--- src/rtl/stress_utilization_color_ramp_defines.svh ---
// ----------------------------------------------------------------------------
// Colour ramp assertion macros
// Concurrent check wrappers, empty when synthesised.
// ----------------------------------------------------------------------------
`ifndef STRESS_UTILIZATION_COLOR_RAMP_DEFINES_SVH
`define STRESS_UTILIZATION_COLOR_RAMP_DEFINES_SVH

`ifndef SYNTHESIS
`define CRM_ASSERT(lbl, clk, rstn, prop) \
  lbl: assert property (@(posedge clk) disable iff (!rstn) prop) \
    else $error("colour ramp check failed");
`define CRM_ASSERT_NEXT(lbl, clk, rstn, ante, cons) \
  lbl: assert property (@(posedge clk) disable iff (!rstn) (ante) |=> (cons)) \
    else $error("colour ramp sequence check failed");
`else
`define CRM_ASSERT(lbl, clk, rstn, prop)
`define CRM_ASSERT_NEXT(lbl, clk, rstn, ante, cons)
`endif

`endif

--- src/rtl/crm_pkg.sv ---
// ----------------------------------------------------------------------------
// Colour ramp package
// Shared sizes, codes and word types of the colour ramp.
// ----------------------------------------------------------------------------
package crm_pkg;

  localparam int unsigned MaxStops = 16;
  localparam int unsigned IdxW     = $clog2(MaxStops);
  localparam int unsigned CntW     = $clog2(MaxStops + 1);
  localparam int unsigned PosW     = 32;
  localparam int unsigned ColW     = 24;
  localparam int unsigned ChW      = 8;
  localparam int unsigned DivNumW  = 48;
  localparam int unsigned DivDenW  = 33;

  localparam logic [ColW-1:0] GrayColour    = 24'h808080;
  localparam logic [ColW-1:0] ResetOverflow = 24'hFF0000;

  typedef enum logic [1:0] {
    OpLoad = 2'd0,
    OpRamp = 2'd1,
    OpUtil = 2'd2
  } op_e;

  typedef enum logic [2:0] {
    SrcGray     = 3'd0,
    SrcFirst    = 3'd1,
    SrcInterp   = 3'd2,
    SrcLast     = 3'd3,
    SrcOverflow = 3'd4
  } src_e;

  typedef enum logic [1:0] {
    CfgAllow    = 2'd0,
    CfgCount    = 2'd1,
    CfgOverflow = 2'd2
  } cfg_e;

  typedef struct packed {
    logic [PosW-1:0] pos;
    logic [ColW-1:0] col;
  } stop_t;

  typedef struct packed {
    logic            valid;
    logic [PosW-1:0] t;
    logic [CntW-1:0] cnt;
    logic            found;
    stop_t           lo;
    stop_t           hi;
    logic [ColW-1:0] first;
    logic [ColW-1:0] last;
  } qry_t;

  typedef struct packed {
    logic               start;
    logic [DivNumW-1:0] num;
    logic [DivDenW-1:0] den;
  } div_req_t;

  typedef struct packed {
    logic busy;
    logic done;
  } div_stat_t;

endpackage

--- src/rtl/crm_div.sv ---
// ----------------------------------------------------------------------------
// Colour ramp divider
// Restoring divider, one quotient bit per cycle.
// ----------------------------------------------------------------------------
module crm_div import crm_pkg::*; (
  input  logic               clk_i,
  input  logic               rst_ni,
  input  div_req_t           req_i,
  output div_stat_t          stat_o,
  output logic [DivNumW-1:0] quot_o,
  output logic [DivDenW-1:0] rem_o
);

  localparam int unsigned StepW = $clog2(DivNumW + 1);
  localparam logic [StepW-1:0] Steps = StepW'(DivNumW);

  logic [DivNumW-1:0] quot_q, quot_d;
  logic [DivDenW-1:0] rem_q, rem_d;
  logic [DivDenW-1:0] den_q;
  logic [StepW-1:0]   cnt_q;
  logic               busy_q, done_q;
  logic [DivDenW:0]   trial;
  logic               ge;

  always_comb begin
    trial  = {rem_q, quot_q[DivNumW-1]};
    ge     = trial >= {1'b0, den_q};
    rem_d  = ge ? DivDenW'(trial - {1'b0, den_q}) : trial[DivDenW-1:0];
    quot_d = {quot_q[DivNumW-2:0], ge};
  end

  always_ff @(posedge clk_i or negedge rst_ni) begin
    if (!rst_ni) begin
      busy_q <= 1'b0;
      done_q <= 1'b0;
      cnt_q  <= '0;
    end else begin
      done_q <= 1'b0;
      if (req_i.start) begin
        busy_q <= 1'b1;
        cnt_q  <= Steps;
      end else if (busy_q) begin
        cnt_q <= cnt_q - StepW'(1);
        if (cnt_q == StepW'(1)) begin
          busy_q <= 1'b0;
          done_q <= 1'b1;
        end
      end
    end
  end

  always_ff @(posedge clk_i) begin
    if (req_i.start) begin
      quot_q <= req_i.num;
      rem_q  <= '0;
      den_q  <= req_i.den;
    end else if (busy_q) begin
      quot_q <= quot_d;
      rem_q  <= rem_d;
    end
  end

  assign stat_o = '{busy: busy_q, done: done_q};
  assign quot_o = quot_q;
  assign rem_o  = rem_q;

endmodule

--- config.mk ---
export PLATFORM = sky130hd
export DESIGN_NAME = crm_div
export DESIGN_NICKNAME = d
export VERILOG_FILES = /design/src/rtl/stress_utilization_color_ramp_defines.svh /design/src/rtl/crm_pkg.sv /design/src/rtl/crm_div.sv
export SDC_FILE = /design/constraint.sdc
export NUM_CORES = 1
export LEC_CHECK = 0
export BUFFER_PORTS_ARGS = -buffer_cell sky130_fd_sc_hd__buf_2
export CAP_MARGIN = 30
export CORE_MARGIN = 2
export CORE_UTILIZATION = 58
export DETAILED_ROUTE_END_ITERATION = 7
export GPL_TIMING_DRIVEN = 0
export PLACE_DENSITY = 0.86
export SLEW_MARGIN = 40
export SYNTH_ARGS = -nofsm -noshare
export SYNTH_HDL_FRONTEND = slang
export SYNTH_SLANG_ARGS = --single-unit
--- constraint.sdc ---
create_clock -name clk_i -period 10 [get_ports clk_i]
set_clock_uncertainty 0.2 [all_clocks]
set_input_delay 1.5 -clock clk_i [delete_from_list [all_inputs] [get_ports clk_i]]
set_output_delay 1.5 -clock clk_i [all_outputs]
set_load 0.01 [all_outputs]
==> results of run 1 <==
==> report_power, final <==
part,switching (mW),internal [mW]
clock network,0.232,0.367
registers,0.0900,0.640
logic,0.521,0.374
total,0.843,1.38
==> stage by stage <==
step,setup WS (ns),cells
4_1_cts,6.284,981
3_5_place_dp,5.896,949
5_1_grt,6.137,981
2_1_floorplan,6.616,640
3_3_place_gp,5.402,949
6_report,6.294,981
==> layer usage <==
layer | part of all wire (%) | up-vias | global-route usage [%]
met2 | 50 | 199 | 46.83
met1 | 42 | 2745 | 34.35
met4 | 1.7 | 0 | 10.53
met3 | 5.9 | 28 | 5.607
met5 | 0 | - | 0
li1 | - | 2703 | -
==> worst max path at each step <==
stage	startpoint	end	depth (start not counted)
2_1_floorplan	req_i[81]	quot_o[0]$_DFFE_PP_	3
3_3_place_gp	req_i[81]	quot_o[8]$_DFFE_PP_	4
3_5_place_dp	req_i[81]	rem_o[26]$_SDFFE_PP0P_	5
4_1_cts	req_i[81]	rem_o[27]$_SDFFE_PP0P_	5
5_1_grt	quot_o[47]$_DFFE_PP_	quot_o[0]$_DFFE_PP_	12
6_report	quot_o[47]$_DFFE_PP_	quot_o[0]$_DFFE_PP_	12
==> Yosys cell counts, types with 2 or more instances <==
| cell type | instances |
|---|---|
| nand3_1 | 13 |
| xor2_1 | 11 |
| buf_1 | 4 |
| mux2_2 | 48 |
| o21bai_1 | 3 |
| and3_1 | 10 |
| o221ai_1 | 4 |
| nand2b_1 | 4 |
| inv_1 | 43 |
| a211oi_1 | 7 |
| o21ai_0 | 13 |
| o211ai_1 | 8 |
| xnor2_1 | 22 |
| clkbuf_1 | 19 |
| ha_1 | 35 |
| a31oi_1 | 3 |
| nor2b_1 | 3 |
| buf_4 | 5 |
| a21oi_1 | 37 |
| o22ai_1 | 2 |
| buf_2 | 3 |
| nand2_1 | 85 |
| and2_1 | 2 |
| nor2_1 | 55 |
| o31ai_1 | 2 |
| edfxtp_1 | 81 |
| a21o_1 | 15 |
| dfrtp_1 | 8 |
| o21ai_1 | 2 |
| nand4_1 | 3 |
| nor4_1 | 4 |
| nor3_1 | 5 |
| or3_1 | 3 |
| dfxtp_1 | 33 |
| a311oi_1 | 23 |
==> sequential cells by signal (all words and copies together), names as in the netlist <==
name	flops
den_q	33
done_q	1
rem_o	33
busy_q	1
cnt_q	6
quot_o	48
==> layout make-up <==
type / count / share of cell area [%]
inverters: 43 / 1.980
plain buffers: 32 / 1.814
flip-flops and latches: 122 / 39.79
clock buffers: 18 / 5.185
clock inverters: 14 / 1.784
multi-input cells: 443 / 37.25
well taps: 143 / 2.162
repair buffers: 166 / 10.04
==> worst max-delay path, stage by stage (launching register included) <==
cell and delay [ns]:
edfxtp_1 0.43, inv_1 0.08, ha_1 0.17, inv_1 0.06, fa_1 0.40, a21o_1 0.21
a221o_1 0.39, a31oi_4 0.22, a21oi_2 0.13, o221ai_1 0.25, nand2_1 0.17, clkbuf_1 0.37
mux2_2 0.38
==> kinds of logic after synthesis <==
group / after synthesis
AND/OR/NAND/NOR: 192
AO/OA/AOI/OAI: 134
flip-flops: 122
buffers and inverters: 75
multiplexers: 48
adder cells (fa/ha/maj): 36
XOR/XNOR: 33
==> results.ini, run 1 <==
[status]
run_status=complete, no violations

[route]
drt_wl_total_um=17080
final_antenna_net_count=0
post-route-drc-count=0
wl_per_cell_um=17.41
viasPerCell=5.785
vias=5675
drt-initial-drc-count=397
dr.pass1.iters=6

[clock_network]
post_cts_resized=0
cts-hold-fix-buffers=0
clk_pin_slew_ns=0.06
cts_tree=built
numCtsBuffers=17
h-tree-depth=4
clock_latency_ns=0.42
clockRootBuffer=clkbuf_16
cts.sinks=122
cts_max_path_buffers=2
postCtsSetupRepairBufs=0

[critical_path]
worstSetupPathType=flop to flop
cp_max_fo=10
r2r_start=quot_o[47]$_DFFE_PP_
end_kind=flop
cp.arrival_ns=3.68
reg2reg_slack_ns=6.29
cp-start-kind=flop
r2r_end=quot_o[0]$_DFFE_PP_
cp.required_ns=9.97
worstRegToRegCells=12

[sta]
clock.fmax_mhz=269.8
slew_viol_final=0
finalHoldWorstSlack_ns=0.3120
rsz0062_at_grt=no
finalCritPeriodShare_pct=37.06
max_slew_margin_pct=47.58
hold_viol=0
setup_tns_ns=0
setup-violations-final=0
period_needed_ns=3.706
tightest_slew_ns=0.7863

[synth]
synth_top_flop_cell=edfxtp_1
synth_adder_area_share_pct=6.848
netlist.area_leader.share_pct=36.37
synth_compound_area_share_pct=14.33
yosysTopAreaCell=edfxtp_1
ys_ff_latch=122
syn_area_per_cell_um2=10.45
ys_types=57
yosys.area_share.simple_pct=12.52
synthMuxAreaShare_pct=8.082
yosysWarnings=0
syn_area_mm2=0.006688
syn_inst=640
synth_top_family_by_area=compound AO/OA/AOI/OAI gates
syn-num-nets=760
synthXorXnorAreaFrac_pct=4.322
synth_area_leaders=edfxtp_1 36%, dfxtp_1 9.9%, mux2_2 8.1%
synth_edf_count=81
async_flop_share_pct=6.557
ys_seq_area_share_pct=49.24

[global_route]
antenna_found_initial=0
grt_pass1_vias=5688
grt_usage_pct=27.35
overflow=0
grt_pass1_wl_um=27100
grt_max_degree=49

[final_layout]
drive_gt1_share_pct=31.15
antenna_cells=0
postLayoutCoreUtil_pct=73.11
final_nets=945
final_common_cell=buf_2
multi_input_area_mm2=0.003083
finalInstanceArea_mm2=0.008277
seqCellArea_mm2=0.003293
n_fill_cell=819
final_cell_mix=169 x buf_2, 85 x nand2_1, 81 x edfxtp_1
area_growth_pct=23.76

[min_path]
hp-start=rem_o[16]$_SDFFE_PP0P_
hp-class=flop to flop
hold_end=rem_o[17]$_SDFFE_PP0P_
min_path_cells=2

[pwr]
power.leakage_nw=3.748
pwr_density_cell_mw_per_mm2=268.9
vdd_ir_drop_max_v=0.0001503
finalPower_mw=2.225

[floorplan]
fp-row-count=39
io_pins=167
die-area_mm2=0.01241
core_mm2=0.01132
initial_utilization_pct=59.07
die_w_um=111.4
die_y_um=111.4

[place]
placed_area_mm2=0.007700
post-dp-hpwl_um=12310
numPortBuffers=166
globalplace.congestion=0.9452

[run]
drv_cap=0

No activity file was read; power rests on OpenSTA's default activity.
==> run 2, diff against run 1 <==
- CORE_UTILIZATION: 58 -> 54
- PLACE_DENSITY: 0.86 -> 0.81
- clock period: 10 -> 3.61 ns (I/O delays scaled with it)
==> run 2 against run 1 <==
Clock power rose to 3.1 times the previous value; utilization fell by 2.6 points; non-clock buffer count rose by 8; global-route usage fell by 1.7 points; sequential share of layout area fell by 1.1 points; final cell count rose by 3.4%; via count rose by 0.78%; flip-flop and latch count did not move; worst setup slack got worse by 6.2 ns; largest power group unchanged; sequential power rose to 2.8 times the previous value; fmax rose by 4.5%.
==> results.ini, run 2 (synthesis results as in run 1) <==
[status]
run_status=complete, no violations

[global_route]
grt_max_degree=49  ; unchanged
overflow=0  ; unchanged
grt_pass1_wl_um=26430  ; -2.5%
grt_pass1_vias=5442  ; -4.3%
antenna_found_initial=0  ; unchanged
grt_usage_pct=25.69  ; -1.7 points

[final_layout]
final_cell_mix=168 x buf_2, 85 x nand2_1, 81 x edfxtp_1
area_growth_pct=27.24
final_nets=953  ; +0.85%
largest_register_ffs=48  ; unchanged
finalInstanceArea_mm2=0.008509  ; +2.8%
antenna_cells=0  ; unchanged
layoutNonFillerInstCount=1014  ; +3.4%
drive_gt1_share_pct=33.10  ; +2.0 points
final_common_cell=buf_2
n_fill_cell=900  ; +9.9%

[sta]
finalCritPeriodShare_pct=98.26  ; +61 points
setup_ws_ns=0.06268  ; -6.231 ns
clock.fmax_mhz=281.9  ; +4.5%
slew_viol_final=0  ; unchanged
hold_viol=0  ; unchanged
max_slew_margin_pct=57.15  ; +9.6 points
finalHoldWorstSlack_ns=0.09460  ; -0.2174 ns
rsz0062_at_grt=yes
setup-violations-final=0  ; unchanged
tightest_slew_ns=0.6428  ; -0.1435 ns
period_needed_ns=3.547  ; -0.1589 ns

[floorplan]
core_mm2=0.01206  ; +6.5%
die-area_mm2=0.01329  ; +7.1%
initial_utilization_pct=55.45  ; -3.6 points
fp-row-count=40  ; +2.6%
io_pins=167  ; unchanged
die_w_um=115.3  ; +3.5%
die_y_um=115.3  ; +3.5%

[clock_network]
clock_latency_ns=0.42  ; about the same
clockRootBuffer=clkbuf_16
cts.sinks=122  ; unchanged
numCtsBuffers=17  ; unchanged
cts_max_path_buffers=2  ; unchanged
h-tree-depth=4  ; unchanged
clk_pin_slew_ns=0.06  ; about the same
cts_tree=built

[critical_path]
r2r_start=quot_o[47]$_DFFE_PP_
reg2reg_slack_ns=0.06  ; -6.23 ns
cp_max_fo=4  ; -6
crit_start=quot_o[47]$_DFFE_PP_
cp_slowest_cell=o41ai_4
worst_path_largest_cell_delay_ns=0.51  ; +0.08 ns
crit_family=compound AO/OA/AOI/OAI gates
cp_cell_sequence=inv_1 > ha_2 > inv_2 > fa_2 > a21o_1 > a221o_2 > a31oi_4 > a21oi_4 > o41ai_4 > o21ai_1 > a21oi_2 > xor2_1 > o221ai_1
end_kind=flop
worstSetupPathType=flop to flop
cp_num_buf_inv=2  ; -1
cp.required_ns=3.68  ; -6.29 ns
r2r_end=rem_o[24]$_SDFFE_PP0P_
worstSetupEndpoint=rem_o[24]$_SDFFE_PP0P_
cp.arrival_ns=3.61  ; -0.07 ns
worstRegToRegCells=13  ; +1
path_depth=13  ; +1
cp-start-kind=flop

[run]
drv_cap=0  ; unchanged

[place]
placed_cells=974  ; +2.6%
post-dp-hpwl_um=12450  ; +1.1%
numPortBuffers=166  ; unchanged
place_ws_ns=-0.02931  ; -5.925 ns
placed_area_mm2=0.007731  ; +0.41%
globalplace.congestion=0.9581  ; +1.4%

[route]
drt-initial-drc-count=368  ; -7.3%
drt_wl_total_um=17270  ; +1.1%
dr.pass1.iters=5  ; -1
wl_per_cell_um=17.03  ; -2.2%
post-route-drc-count=0  ; unchanged
viasPerCell=5.640  ; -2.5%
final_antenna_net_count=0  ; unchanged
vias=5719  ; +0.78%

[min_path]
hp-class=input port to flop

[pwr]
power.leakage_nw=3.827  ; +2.1%
vdd_ir_drop_max_v=0.0004747  ; +220%
pwr_density_cell_mw_per_mm2=761.7  ; +180%

-- run 2: cell count changes in the layout (fill, tap and decap cells not counted), sizes merged --
cell / delta
dlygate4sd3: +1
bufinv: +3
buf: +7
clkinvlp: +1
clkinv: -4
-- run 2: final cells by class --
cell class / count / area [um2] / share of cell area [%]
timing repair buffer: 174 / 895.9 / 10.53
tap: 168 / 210.2 / 2.470
buffer: 32 / 162.7 / 1.911
sequential: 122 / 3293 / 38.70
clock inverter: 14 / 217.7 / 2.558
inverter: 43 / 163.9 / 1.926
clock buffer: 18 / 429.2 / 5.043
multi-input combinational: 443 / 3137 / 36.86
-- run 2: report_power, final --
| part | leakage, nW | internal, mW | switching (mW) |
|---|---|---|---|
| registers | 1.20 | 1.77 | 0.247 |
| clock network | 0.307 | 1.23 | 0.645 |
| logic | 2.32 | 1.10 | 1.49 |
| total | 3.83 | 4.10 | 2.38 |
-- run 2: worst reg2reg max path, cell delays in order (launching register included) --
cell      delay, ns
edfxtp_1       0.42
inv_1          0.08
ha_2           0.18
inv_2          0.04
fa_2           0.35
a21o_1         0.18
a221o_2        0.41
a31oi_4        0.25
a21oi_4        0.13
o41ai_4        0.52
o21ai_1        0.16
a21oi_2        0.17
xor2_1         0.18
o221ai_1       0.14
-- run 2: worst min path at each step --
| stage | cells past startpoint | slack (ns) | end | startpoint |
|---|---|---|---|---|
| final | 1 | 0.09 | den_q[2]$_DFFE_PP_ | req_i[2] |
| after global routing | 1 | 0.08 | den_q[6]$_DFFE_PP_ | req_i[6] |
| after CTS | 1 | 0.08 | den_q[4]$_DFFE_PP_ | req_i[4] |
| after detailed placement | 1 | 0.19 | done_q$_DFF_PN0_ | rst_ni |
| after global placement | 1 | 0.19 | done_q$_DFF_PN0_ | rst_ni |
| after floorplan | 0 | 0.05 | busy_q$_DFF_PN0_ | rst_ni |
-- run 2: per-stage QoR --
step           utilization [%]  TNS [ns]  power, mW
2_1_floorplan                -         0      3.727
3_3_place_gp             64.08    -1.662      4.376
3_5_place_dp             64.10  -0.02931      4.446
4_1_cts                  69.55         0      6.350
5_1_grt                  70.55   -0.1580      6.817
6_report                 70.55         0      6.482
-- run 2: per-layer routing --
layer	global-route usage [%]	part of all wire (%)	routed length [um]	vias up
met1	32.78	41	7153	2773
met3	5.746	5.6	968	33
met4	8.594	1.9	320	0
met5	0	0	0	-
met2	43.45	51	8828	204
li1	-	-	-	2709
-- run 2: repair_timing --
action                                  CTS  global route
hold buffers                              1             0
setup buffers                             0             7
hold endpoints to repair                  8             0
endpoints found under the setup margin    1            33
resized for setup                         1            15
pin swaps                                 0            12
