--- src/rtl/stress_utilization_color_ramp_defines.svh ---
// ----------------------------------------------------------------------------
// Colour ramp assertion macros
// Concurrent check wrappers, empty when synthesised.
// ----------------------------------------------------------------------------
`ifndef STRESS_UTILIZATION_COLOR_RAMP_DEFINES_SVH
`define STRESS_UTILIZATION_COLOR_RAMP_DEFINES_SVH

`ifndef SYNTHESIS
`define CRM_ASSERT(lbl, clk, rstn, prop) \
  lbl: assert property (@(posedge clk) disable iff (!rstn) prop) \
    else $error("colour ramp check failed");
`define CRM_ASSERT_NEXT(lbl, clk, rstn, ante, cons) \
  lbl: assert property (@(posedge clk) disable iff (!rstn) (ante) |=> (cons)) \
    else $error("colour ramp sequence check failed");
`else
`define CRM_ASSERT(lbl, clk, rstn, prop)
`define CRM_ASSERT_NEXT(lbl, clk, rstn, ante, cons)
`endif

`endif

--- src/rtl/crm_pkg.sv ---
// ----------------------------------------------------------------------------
// Colour ramp package
// Shared sizes, codes and word types of the colour ramp.
// ----------------------------------------------------------------------------
package crm_pkg;

  localparam int unsigned MaxStops = 16;
  localparam int unsigned IdxW     = $clog2(MaxStops);
  localparam int unsigned CntW     = $clog2(MaxStops + 1);
  localparam int unsigned PosW     = 32;
  localparam int unsigned ColW     = 24;
  localparam int unsigned ChW      = 8;
  localparam int unsigned DivNumW  = 48;
  localparam int unsigned DivDenW  = 33;

  localparam logic [ColW-1:0] GrayColour    = 24'h808080;
  localparam logic [ColW-1:0] ResetOverflow = 24'hFF0000;

  typedef enum logic [1:0] {
    OpLoad = 2'd0,
    OpRamp = 2'd1,
    OpUtil = 2'd2
  } op_e;

  typedef enum logic [2:0] {
    SrcGray     = 3'd0,
    SrcFirst    = 3'd1,
    SrcInterp   = 3'd2,
    SrcLast     = 3'd3,
    SrcOverflow = 3'd4
  } src_e;

  typedef enum logic [1:0] {
    CfgAllow    = 2'd0,
    CfgCount    = 2'd1,
    CfgOverflow = 2'd2
  } cfg_e;

  typedef struct packed {
    logic [PosW-1:0] pos;
    logic [ColW-1:0] col;
  } stop_t;

  typedef struct packed {
    logic            valid;
    logic [PosW-1:0] t;
    logic [CntW-1:0] cnt;
    logic            found;
    stop_t           lo;
    stop_t           hi;
    logic [ColW-1:0] first;
    logic [ColW-1:0] last;
  } qry_t;

  typedef struct packed {
    logic               start;
    logic [DivNumW-1:0] num;
    logic [DivDenW-1:0] den;
  } div_req_t;

  typedef struct packed {
    logic busy;
    logic done;
  } div_stat_t;

endpackage

--- src/rtl/crm_cell.sv ---
// ----------------------------------------------------------------------------
// Colour ramp stop cell
// Holds one colour stop and tests the passing query word against it.
// ----------------------------------------------------------------------------
module crm_cell import crm_pkg::*; (
  input  logic            clk_i,
  input  logic            rst_ni,
  input  logic [IdxW-1:0] cell_idx_i,
  input  logic            wr_en_i,
  input  stop_t           wr_stop_i,
  input  stop_t           prev_stop_i,
  output stop_t           stop_o,
  input  qry_t            qry_i,
  output qry_t            qry_o
);

  stop_t           stop_q;
  qry_t            qry_q, qry_d;
  logic [CntW-1:0] idx;

  always_ff @(posedge clk_i) begin
    if (wr_en_i) begin
      stop_q <= wr_stop_i;
    end
  end

  always_comb begin
    idx   = CntW'(cell_idx_i);
    qry_d = qry_i;
    if (idx == '0) begin
      qry_d.first = stop_q.col;
    end
    if (idx + CntW'(1) == qry_i.cnt) begin
      qry_d.last = stop_q.col;
    end
    if (!qry_i.found && idx != '0 && idx < qry_i.cnt && qry_i.t <= stop_q.pos) begin
      qry_d.found = 1'b1;
      qry_d.lo    = prev_stop_i;
      qry_d.hi    = stop_q;
    end
  end

  always_ff @(posedge clk_i or negedge rst_ni) begin
    if (!rst_ni) begin
      qry_q <= '0;
    end else begin
      qry_q <= qry_d;
    end
  end

  assign stop_o = stop_q;
  assign qry_o  = qry_q;

endmodule

--- config.mk ---
export PLATFORM = sky130hd
export DESIGN_NAME = crm_cell
export DESIGN_NICKNAME = d
export VERILOG_FILES = /design/src/rtl/stress_utilization_color_ramp_defines.svh /design/src/rtl/crm_pkg.sv /design/src/rtl/crm_cell.sv
export SDC_FILE = /design/constraint.sdc
export NUM_CORES = 1
export LEC_CHECK = 0
export ABC_AREA = 0
export BUFFER_PORTS_ARGS = -buffer_cell sky130_fd_sc_hd__buf_2
export CORE_AREA = 2 2 223 225
export CTS_BUF_LIST = sky130_fd_sc_hd__clkbuf_8 sky130_fd_sc_hd__clkbuf_16
export CTS_CLUSTER_DIAMETER = 50
export CTS_CLUSTER_SIZE = 8
export DETAILED_ROUTE_END_ITERATION = 7
export DIE_AREA = 0 0 225 227
export HOLD_SLACK_MARGIN = 0.15
export PLACE_DENSITY = 0.49
export REMOVE_ABC_BUFFERS = 1
export SLEW_MARGIN = 10
export SYNTH_ARGS = -nofsm -noshare
export SYNTH_HDL_FRONTEND = slang
export SYNTH_SLANG_ARGS = --single-unit
--- constraint.sdc ---
create_clock -name clk_i -period 4.9 [get_ports clk_i]
set_input_delay 0.49 -clock clk_i [delete_from_list [all_inputs] [get_ports clk_i]]
set_output_delay 0.49 -clock clk_i [all_outputs]
set_load 0.1 [all_outputs]
==> out/metrics.csv, run 1 <==
stage,metric,value,unit
status,status,"finished, final reports clean",
drt,wl_per_cell,17.2,um
clock_network,clk_latency,0.54,ns
sta,slew_headroom,0.391,
critical_path,worst_setup_path_start_kind,primary input,
critical_path,cp_data_arrival_time,4.69,ns
pwr,p_switching,2.87,mW
drt,wl_met2,17.8,mm
placement,dpl.cell_count,1763,
critical_path,cp.required,5.31,ns
sta,rsz0062_at_grt,false,
floorplan,fp.dieH,227,um
floorplan,die_area,51100,um^2
sta,fin_crit_sh,0.874,
cells_and_area,final_nets,1734,
pwr,vdd_ir_drop_max,0.000232,V
synth,yosysSeqAreaShare,0.676,
drt,drc,0,
pwr,p_int,4.70,mW
critical_path,crit_type,primary input to flip-flop,
floorplan,placementRows,81,
synth,synth_top_cell_by_area,dfrtp_1,
placement,hpwl,25.8,mm
pwr,p_comb_frac,0.313,
pwr,sw_frac_of_total,0.379,
synth,synth_commonest_cells,"199 x dfrtp_1, 91 x mux2_2, 62 x mux2_4",
pwr,powerDensity,451,nW/um^2
drt,routed_wl,34.9,mm
floorplan,initial_core_util,0.203,
global_routing,antenna_found_initial,3,
critical_path,regToRegEndpoint,qry_o[115],
drt,via_per_inst,3.90,
sta,fin_crit,4.28,ns
critical_path,rr_worst_depth,12,
clock_network,clockRootBuffer,clkbuf_16,
floorplan,io-pin-count,573,
placement,numPortBuffers,572,
synth,syn_area,9850,um^2
drt,routedLengthMet1,13.2,mm
global_routing,grt_pass1_vias,8694,
synth,yosysTopAreaCellShare,0.505,
synth,synth-seq-cells,255,
cells_and_area,postLayoutCoreUtil,0.345,
global_routing,grt_max_degree,96,
sta,final-hold-violation-count,0,
clock_network,numCtsBuffers,42,
sta,max_freq,0.234,GHz
cells_and_area,multi_input_area,2940,um^2
critical_path,endpoint,qry_o[115],
pwr,seqPwrFrac,0.325,
global_routing,grt_pass1_wl,50.4,mm
sta,fin_skew,0.0208,ns
synth,syn_inst,576,
placement,place_congestion,0.760,
critical_path,cp-end-kind,flip-flop,
global_routing,grt_overflow,0,
clock_network,h-tree-depth,2,
cells_and_area,fillers,4810,
clock_network,clock-sinks,255,
synth,synth_most_common_cell,dfrtp_1,
clock_network,cts_tree,done,
cells_and_area,area_delta_synth_final,70.0,%
critical_path,startpoint,qry_i[195],
synth,syn_avg_cell_area,17.1,um^2
flow_run,cap_violations,0,
cells_and_area,final_cells,2027,
pwr,leakage,8.27,nW
drt,drt_first_pass_iters,4,
floorplan,die_w,225,um
sta,fin_tns_setup,0,ns
pwr,clockPowerShare,0.362,
synth,yosysWarnings,0,
critical_path,rr_startpoint,stop_o[54],
cells_and_area,drive_above_1_share,0.563,
sta,worst-slew-pin-transition,0.914,ns
synth,yosys-top-cells-area,"dfrtp_1 51%, edfxtp_1 17%, mux2_2 10%, mux2_4 9.4%, ha_1 4.8%",
floorplan,core-area,48500,um^2
synth,synth_edf_count,56,
sta,slew_violations,0,
cells_and_area,seqCellArea,6660,um^2
sta,post-route-worst-setup-slack,0.619,ns
synth,synthArstFlopShare,0.780,
clock_network,ctsResizeCount,0,
clock_network,clk_pin_slew,0.05,ns
clock_network,clock_path_buffers,3,
synth,synth_cell_type_count,34,
drt,top_layer,met5,
global_routing,grt_usage,0.131,
drt,first_iter_violations,192,
drt,drtAntennaViolNets,0,
critical_path,reg2reg_slack,0.77,ns
drt,dr_wl_met3,3.16,mm
critical_path,crit_fanout,44,
synth,synth_ff_type,dfrtp_1,
sta,setup_viol,0,
drt,vias,7907,
placement,place_ws,0.979,ns
worst_hold_path,hold_path_class,primary input to flip-flop,
==> area by class of cell <==
class	count	share of cell area
Antenna cell	1	0.000149
Clock buffer	46	0.0687
Clock inverter	24	0.00948
Inverter	38	0.00851
Multi-Input combinational cell	266	0.176
Sequential cell	255	0.398
Tap cell	622	0.0465
Timing Repair Buffer	775	0.294
==> logic make-up after synthesis <==
group                      share of synthesized area
AOI/OAI and AO/OA                             0.0179
xor gates and xnor gates                     0.00356
adders and majority gates                     0.0482
buffers and inverters                         0.0273
DFF                                            0.676
muxes                                          0.206
and+or+nand+nor                               0.0206
==> cells in the final DEF, fill, tap and decap left out, drive strengths merged, types with 2 or more instances in the layout <==
cell type / netlist / layout
a211oi: 3 / 3
a21o: 3 / 3
a21oi: 11 / 11
and3: 2 / 2
buf: 10 / 581
bufinv: 0 / 2
clkbuf: 7 / 47
clkinv: 0 / 2
dfrtp: 199 / 199
dlygate4sd3: 0 / 193
edfxtp: 56 / 56
ha: 38 / 38
inv: 38 / 57
mux2: 160 / 160
nand2: 7 / 7
nand2b: 2 / 2
nand3: 4 / 4
nand4: 6 / 6
nor2: 5 / 5
nor2b: 2 / 2
nor3: 3 / 3
nor4: 3 / 3
o21ai: 4 / 4
or4: 2 / 2
xnor2: 2 / 2
xor2: 2 / 2
==> per-stage QoR <==
step / total power [mW] / area (um^2) / hold slack (ns)
floorplan: 4.26 / 9730 / 0.194
global placement: 4.72 / 13500 / 0.511
detailed placement: 4.73 / 13500 / 0.507
CTS: 7.68 / 16800 / 0.150
global route: 7.86 / 16800 / 0.157
finish: 7.56 / 16800 / 0.186
==> worst min-delay path by stage <==
stage                                from          to  cells after the start
after floorplan                    rst_ni    qry_o[0]                      0
after global placement             rst_ni  qry_o[142]                      1
after detailed placement           rst_ni  qry_o[142]                      1
after CTS                      qry_i[136]  qry_o[136]                      2
after global routing      prev_stop_i[14]  qry_o[118]                      2
final                           qry_i[56]   qry_o[56]                      2
==> routing by layer <==
layer / up-vias / global-route usage
met5: - / 0
met3: 48 / 0.0484
met2: 385 / 0.236
met4: 2 / 0.0410
met1: 3818 / 0.144
li1: 3654 / -
==> power groups by stage <==
stage,combinational [mW],sequential [mW],clock (mW)
after floorplan,0.369,3.89,0
after global placement,2.23,2.49,0
after detailed placement,2.24,2.49,0
after CTS,2.39,2.46,2.84
after global routing,2.46,2.47,2.92
final,2.37,2.45,2.74
==> state kept, by name, summed over array words and instances (netlist names) <==
signal	flops
stop_o	56
qry_o	199
==> critical path, stage by stage <==
cell and delay (ns):
dlygate4sd3_1 0.54, buf_2 0.13, ha_1 0.29, nand4_1 0.18
nor4_1 0.46, buf_4 0.19, nor2b_1 0.22, or4_1 0.22
o21ai_0 0.17, o221ai_4 0.45, buf_12 0.37, mux2_4 0.34
dlygate4sd3_1 0.56
==> what timing repair did <==
item                                   4_1_cts  5_1_grt
endpoints found under the hold margin      230        0
hold buffers                               193        0
setup buffers                                0        0
setup endpoints to repair                    0        0
Note: power is estimated with default switching activity, not from simulation.
==> inputs of run 2 (changes only) <==
- CTS_BUF_LIST: sky130_fd_sc_hd__clkbuf_8 sky130_fd_sc_hd__clkbuf_16 -> not set
- GPL_TIMING_DRIVEN: not set -> 0
- TNS_END_PERCENT: not set -> 5
==> run 2 against run 1 <==
  * Sequential share of layout area is 2.1 points higher
  * Worst setup slack got worse by 0.26 ns
  * Routed wire length down 4.7%
  * Largest power group unchanged
  * Highest routed layer unchanged
==> out/metrics.csv, run 2 (synthesis results as in run 1) <==
stage,metric,value,unit
status,status,"finished, final reports clean",
critical_path,crit_type,primary input to flip-flop,
clock_network,post_cts_buffers,0,
pwr,p_switching,2.82,mW
pwr,sw_frac_of_total,0.381,
pwr,vdd_ir_drop_max,0.000240,V
cells_and_area,fillers,4916,
worst_hold_path,min_from,qry_i[165],
placement,place_congestion,0.752,
cells_and_area,final_common_cell,buf_2,
clock_network,cts_tree,done,
clock_network,ctsResizeCount,0,
drt,vias,7551,
clock_network,clock-sinks,255,
cells_and_area,final_nets,1646,
cells_and_area,most-common-layout-cells,"570 x buf_2, 199 x dfrtp_1, 104 x dlygate4sd3_1",
drt,via_per_inst,3.90,
floorplan,die_area,51100,um^2
sta,slew_headroom,0.516,
critical_path,rr_startpoint,stop_o[41],
clock_network,numCtsBuffers,41,
flow_run,cap_violations,0,
critical_path,crit_fanout,20,
placement,numPortBuffers,572,
global_routing,use_met3,0.0501,
critical_path,worstPathCellList,"dlygate4sd3_1, buf_2, ha_1, and3_1, a221oi_1, nor2b_1, or4_1, nor4_2, o221ai_4, buf_16, buf_16, mux2_1, dlygate4sd3_1",
sta,fin_crit,4.54,ns
critical_path,cp.required,5.30,ns
cells_and_area,final_cells,1937,
sta,setup_viol,0,
critical_path,cp-end-kind,flip-flop,
clock_network,clk_pin_slew,0.05,ns
critical_path,cp_slowest_cell,dlygate4sd3_1,
global_routing,grt_max_degree,102,
floorplan,initial_core_util,0.203,
sta,slew_violations,0,
cells_and_area,drive_above_1_share,0.601,
global_routing,grt_pass1_vias,8079,
worst_hold_path,hold_path_class,primary input to flip-flop,
clock_network,hold_buffers,103,
clock_network,clockRootBuffer,clkbuf_16,
placement,hpwl,25.9,mm
floorplan,io-pin-count,573,
critical_path,critPathBufInv,5,
sta,worst-slew-pin-transition,0.726,ns
critical_path,slowest_delay,0.56,ns
pwr,seqPwrFrac,0.332,
floorplan,fp.dieH,227,um
sta,rsz0062_at_grt,false,
critical_path,reg2reg_slack,0.49,ns
critical_path,worst_setup_path_start_kind,primary input,
floorplan,die_w,225,um
global_routing,grtUsageMet1,0.141,
placement,dpl.cell_count,1765,
drt,drtAntennaViolNets,0,
sta,max_freq,0.220,GHz
pwr,leakage,7.84,nW
drt,drc,0,
worst_hold_path,hold_end,qry_o[165],
sta,fin_crit_sh,0.926,
cells_and_area,largest_reg_flops,199,
pwr,clockPowerShare,0.354,
clock_network,clk_latency,0.53,ns
floorplan,placementRows,81,
global_routing,antenna_found_initial,4,
global_routing,gr-usage-met2,0.214,
critical_path,rr_worst_depth,12,
critical_path,cp_top_family,buffers and inverters,
sta,fin_tns_setup,0,ns
drt,wl_per_cell,17.2,um
critical_path,cp_data_arrival_time,4.94,ns
sta,final-hold-violation-count,0,
global_routing,top_usage_layer,met2,
global_routing,grt_overflow,0,
pwr,p_int,4.57,mW
clock_network,h-tree-depth,2,
pwr,p_comb_frac,0.314,
floorplan,core-area,48500,um^2
clock_network,clock_path_buffers,3,
sta,fin_skew,0.0187,ns
pwr,powerDensity,464,nW/um^2
drt,first_iter_violations,152,
cells_and_area,area_delta_synth_final,61.4,%
global_routing,grt_usage,0.124,
critical_path,regToRegEndpoint,qry_o[150],
drt,routed_wl,33.2,mm
drt,drt_first_pass_iters,4,
global_routing,grt_pass1_wl,47.7,mm
worst_hold_path,min_path_cells,1,
-- run 2: cell types whose count changed in the layout (fill, tap and decap cells not counted), sizes merged --
cell and delta:
dlygate4sd3 -89, inv -19, clkbuf +16, buf +3, bufinv -1
-- run 2: worst max path at each step --
stage | startpoint | to | cells after the start | slack, ns
after floorplan | stop_o[53] | qry_o[48] | 9 | -2.17
after global placement | qry_i[195] | qry_o[59] | 9 | -4.63
after detailed placement | qry_i[196] | qry_o[88] | 13 | 0.39
after CTS | qry_i[195] | qry_o[150] | 13 | 0.28
after global routing | qry_i[195] | qry_o[150] | 13 | 0.08
final | qry_i[185] | qry_o[150] | 13 | 0.36
-- run 2: power groups by stage --
stage / combinational [mW] / clock [mW] / sequential (mW)
finish: 2.32 / 2.62 / 2.45
CTS: 2.34 / 2.71 / 2.46
detailed placement: 2.26 / 0 / 2.49
global route: 2.41 / 2.79 / 2.47
floorplan: 0.369 / 0 / 3.89
global placement: 2.29 / 0 / 2.49
-- run 2: per-layer routing --
layer / share of wire / wire length (um)
met1: 0.39 / 12900
met5: 0.0013 / 42
met4: 0.022 / 737
met2: 0.49 / 16300
met3: 0.098 / 3250
-- run 2: per-stage QoR --
| step | setup WS [ns] | instance area [um^2] | util | hold WS, ns | total power, mW |
|---|---|---|---|---|---|
| after global routing | 0.0780 | 15900 | 0.328 | 0.155 | 7.67 |
| after floorplan | -2.17 | 9730 | - | 0.194 | 4.26 |
| after detailed placement | 0.386 | 13600 | 0.281 | 0.330 | 4.75 |
| after CTS | 0.278 | 15900 | 0.327 | 0.150 | 7.50 |
| after global placement | -4.63 | 13400 | 0.275 | 0.524 | 4.78 |
| final | 0.364 | 15900 | 0.328 | 0.182 | 7.39 |
-- run 2: cell type report --
class / instances / area [um^2] / share of cell area
sequential: 255 / 6660 / 0.419
timing repair buffer: 688 / 4160 / 0.262
multi-input combinational: 266 / 2940 / 0.185
clock buffer: 63 / 1170 / 0.0736
tap: 622 / 778 / 0.0489
inverter: 38 / 143 / 0.00897
clock inverter: 4 / 51.3 / 0.00322
antenna: 1 / 2.50 / 0.000157
-- run 2: worst register-to-register path, cell delays in order, from the launching register on --
cell and delay, ns:
edfxtp_1 0.46, inv_1 0.07, ha_1 0.28, and3_1 0.19, a221oi_1 0.41, nor2b_1 0.12
or4_1 0.54, nor4_2 0.55, o221ai_4 0.34, buf_16 0.27, buf_16 0.19, mux2_1 0.33
dlygate4sd3_1 0.56
==> inputs of run 3 (changes only) <==
- CAP_MARGIN: not set -> 15
- PLACE_DENSITY: 0.49 -> not set
==> run 3 against run 2 <==
  * Total power grew 0.39%
  * Routed wire length is 4.6% higher
  * Global-route usage rose by 0.52 points
  * Worst setup slack improved by 0.37 ns
  * Register-to-register slack better by 0.41 ns
  * Final area grew 1.9%
  * Clock power about the same
  * Sequential share of layout area shrank 0.78 points
  * Cell count grew 1.8%
  * Sequential cell count is the same
  * Maximum frequency is 8.9% higher
  * Critical path type unchanged
  * Critical endpoint is now qry_o[132]
==> out/metrics.csv, run 3 (synthesis results as in run 1) <==
stage,metric,value,unit
clock_network,clock-sinks,255,
global_routing,grt_pass1_wl,49.5,mm
sta,hold_ws,0.196,ns
global_routing,grt_usage,0.130,
global_routing,grt_pass1_vias,8620,
sta,setup_viol,0,
clock_network,clk_pin_slew,0.05,ns
worst_hold_path,hold_end,qry_o[15],
drt,first_iter_violations,269,
critical_path,cp.required,5.29,ns
placement,place_ws,0.662,ns
drt,drt_first_pass_iters,4,
floorplan,fp.dieH,227,um
global_routing,antenna_found_initial,4,
cells_and_area,area_delta_synth_final,64.5,%
sta,max_freq,0.240,GHz
critical_path,worstPathCellList,"dlygate4sd3_1, buf_2, ha_1, and3_1, a221oi_1, nor2b_1, or4_1, o21ai_0, o221ai_4, buf_12, buf_12, buf_16, buf_16, mux2_4",
drt,vias,7730,
cells_and_area,final_nets,1679,
placement,place_congestion,0.754,
sta,fin_crit,4.16,ns
drt,wl_per_cell,17.6,um
critical_path,startpoint,qry_i[185],
sta,slew_violations,0,
pwr,leakage,7.97,nW
flow_run,cap_violations,0,
floorplan,die_w,225,um
sta,post-route-worst-setup-slack,0.736,ns
clock_network,ctsResizeCount,0,
critical_path,cp_data_arrival_time,4.56,ns
floorplan,initial_core_util,0.203,
critical_path,crit_fanout,22,
floorplan,placementRows,81,
clock_network,hold_buffers,138,
cells_and_area,drive_above_1_share,0.586,
drt,drtAntennaViolNets,0,
critical_path,reg2reg_slack,0.90,ns
clock_network,clock_path_buffers,3,
critical_path,regToRegEndpoint,qry_o[132],
critical_path,rr_worst_depth,13,
status,status,"finished, final reports clean",
critical_path,cp_slowest_cell,dlygate4sd3_1,
clock_network,clockRootBuffer,clkbuf_16,
critical_path,slowest_delay,0.55,ns
drt,drc,0,
clock_network,h-tree-depth,2,
sta,slew_headroom,0.468,
sta,final-hold-violation-count,0,
critical_path,crit_type,primary input to flip-flop,
pwr,vdd_ir_drop_max,0.000333,V
critical_path,cp-end-kind,flip-flop,
clock_network,cts_tree,done,
global_routing,grt_max_degree,106,
critical_path,rr_startpoint,stop_o[41],
clock_network,numCtsBuffers,41,
clock_network,post_cts_buffers,0,
global_routing,grt_overflow,0,
cells_and_area,most-common-layout-cells,"570 x buf_2, 199 x dfrtp_1, 138 x dlygate4sd3_1",
worst_hold_path,hold_path_class,primary input to flip-flop,
placement,numPortBuffers,572,
sta,rsz0062_at_grt,false,
worst_hold_path,min_from,qry_i[15],
floorplan,core-area,48500,um^2
critical_path,worst_setup_path_start_kind,primary input,
drt,via_per_inst,3.92,
sta,fin_skew,0.0221,ns
cells_and_area,final_common_cell,buf_2,
worst_hold_path,min_path_cells,2,
pwr,powerDensity,458,nW/um^2
floorplan,io-pin-count,573,
sta,worst-slew-pin-transition,0.798,ns
cells_and_area,fillers,4762,
pwr,power,7.42,mW
drt,routed_wl,34.8,mm
clock_network,clk_latency,0.53,ns
floorplan,die_area,51100,um^2
sta,fin_crit_sh,0.850,
placement,hpwl,26.1,mm
cells_and_area,largest_reg_flops,199,
-- run 3: worst max path at each step --
stage                            end
after global routing      qry_o[132]
final                     qry_o[132]
after floorplan            qry_o[48]
after global placement     qry_o[76]
after CTS                 qry_o[132]
after detailed placement  qry_o[132]
-- run 3: power by group --
part	internal [mW]	switching (mW)	leakage (nW)	total, mW
clock network	1.66	0.945	0.585	2.61
registers	2.37	0.0861	2.87	2.46
logic	0.537	1.81	4.52	2.35
total	4.57	2.84	7.97	7.42
-- run 3: metal layers --
layer  up-vias  track usage  part of all wire
met5         -            0           0.00037
met4         2       0.0632             0.040
met3        74       0.0391             0.085
met2       406        0.227              0.49
met1      3710        0.144              0.38
li1       3538            -                 -
-- run 3: through the flow --
stage | utilization | cells | cell area, um^2 | setup TNS, ns
floorplan | - | 559 | 9730 | -239.71
global placement | 0.275 | 1753 | 13400 | -487.55
detailed placement | 0.280 | 1764 | 13600 | 0
CTS | 0.334 | 1969 | 16200 | 0
global route | 0.334 | 1971 | 16200 | 0
finish | 0.334 | 1971 | 16200 | 0
-- run 3: final cells by class --
class	instances	area [um^2]	area share
Sequential cell	255	6660	0.411
Timing Repair Buffer	721	4470	0.276
Multi-Input combinational cell	266	2940	0.181
Clock buffer	61	1120	0.0692
Tap cell	622	778	0.0480
Inverter	38	143	0.00880
Clock inverter	6	87.6	0.00540
Antenna cell	2	5.00	0.000309
-- run 3: critical path: cells and delay by family --
kind                     cells  cell delay (ns)
buffers and inverters        6             1.48
AO/OA/AOI/OAI                3             1.11
AND/OR/NAND/NOR              3             0.81
multiplexers                 1             0.32
adder cells (fa/ha/maj)      1             0.28
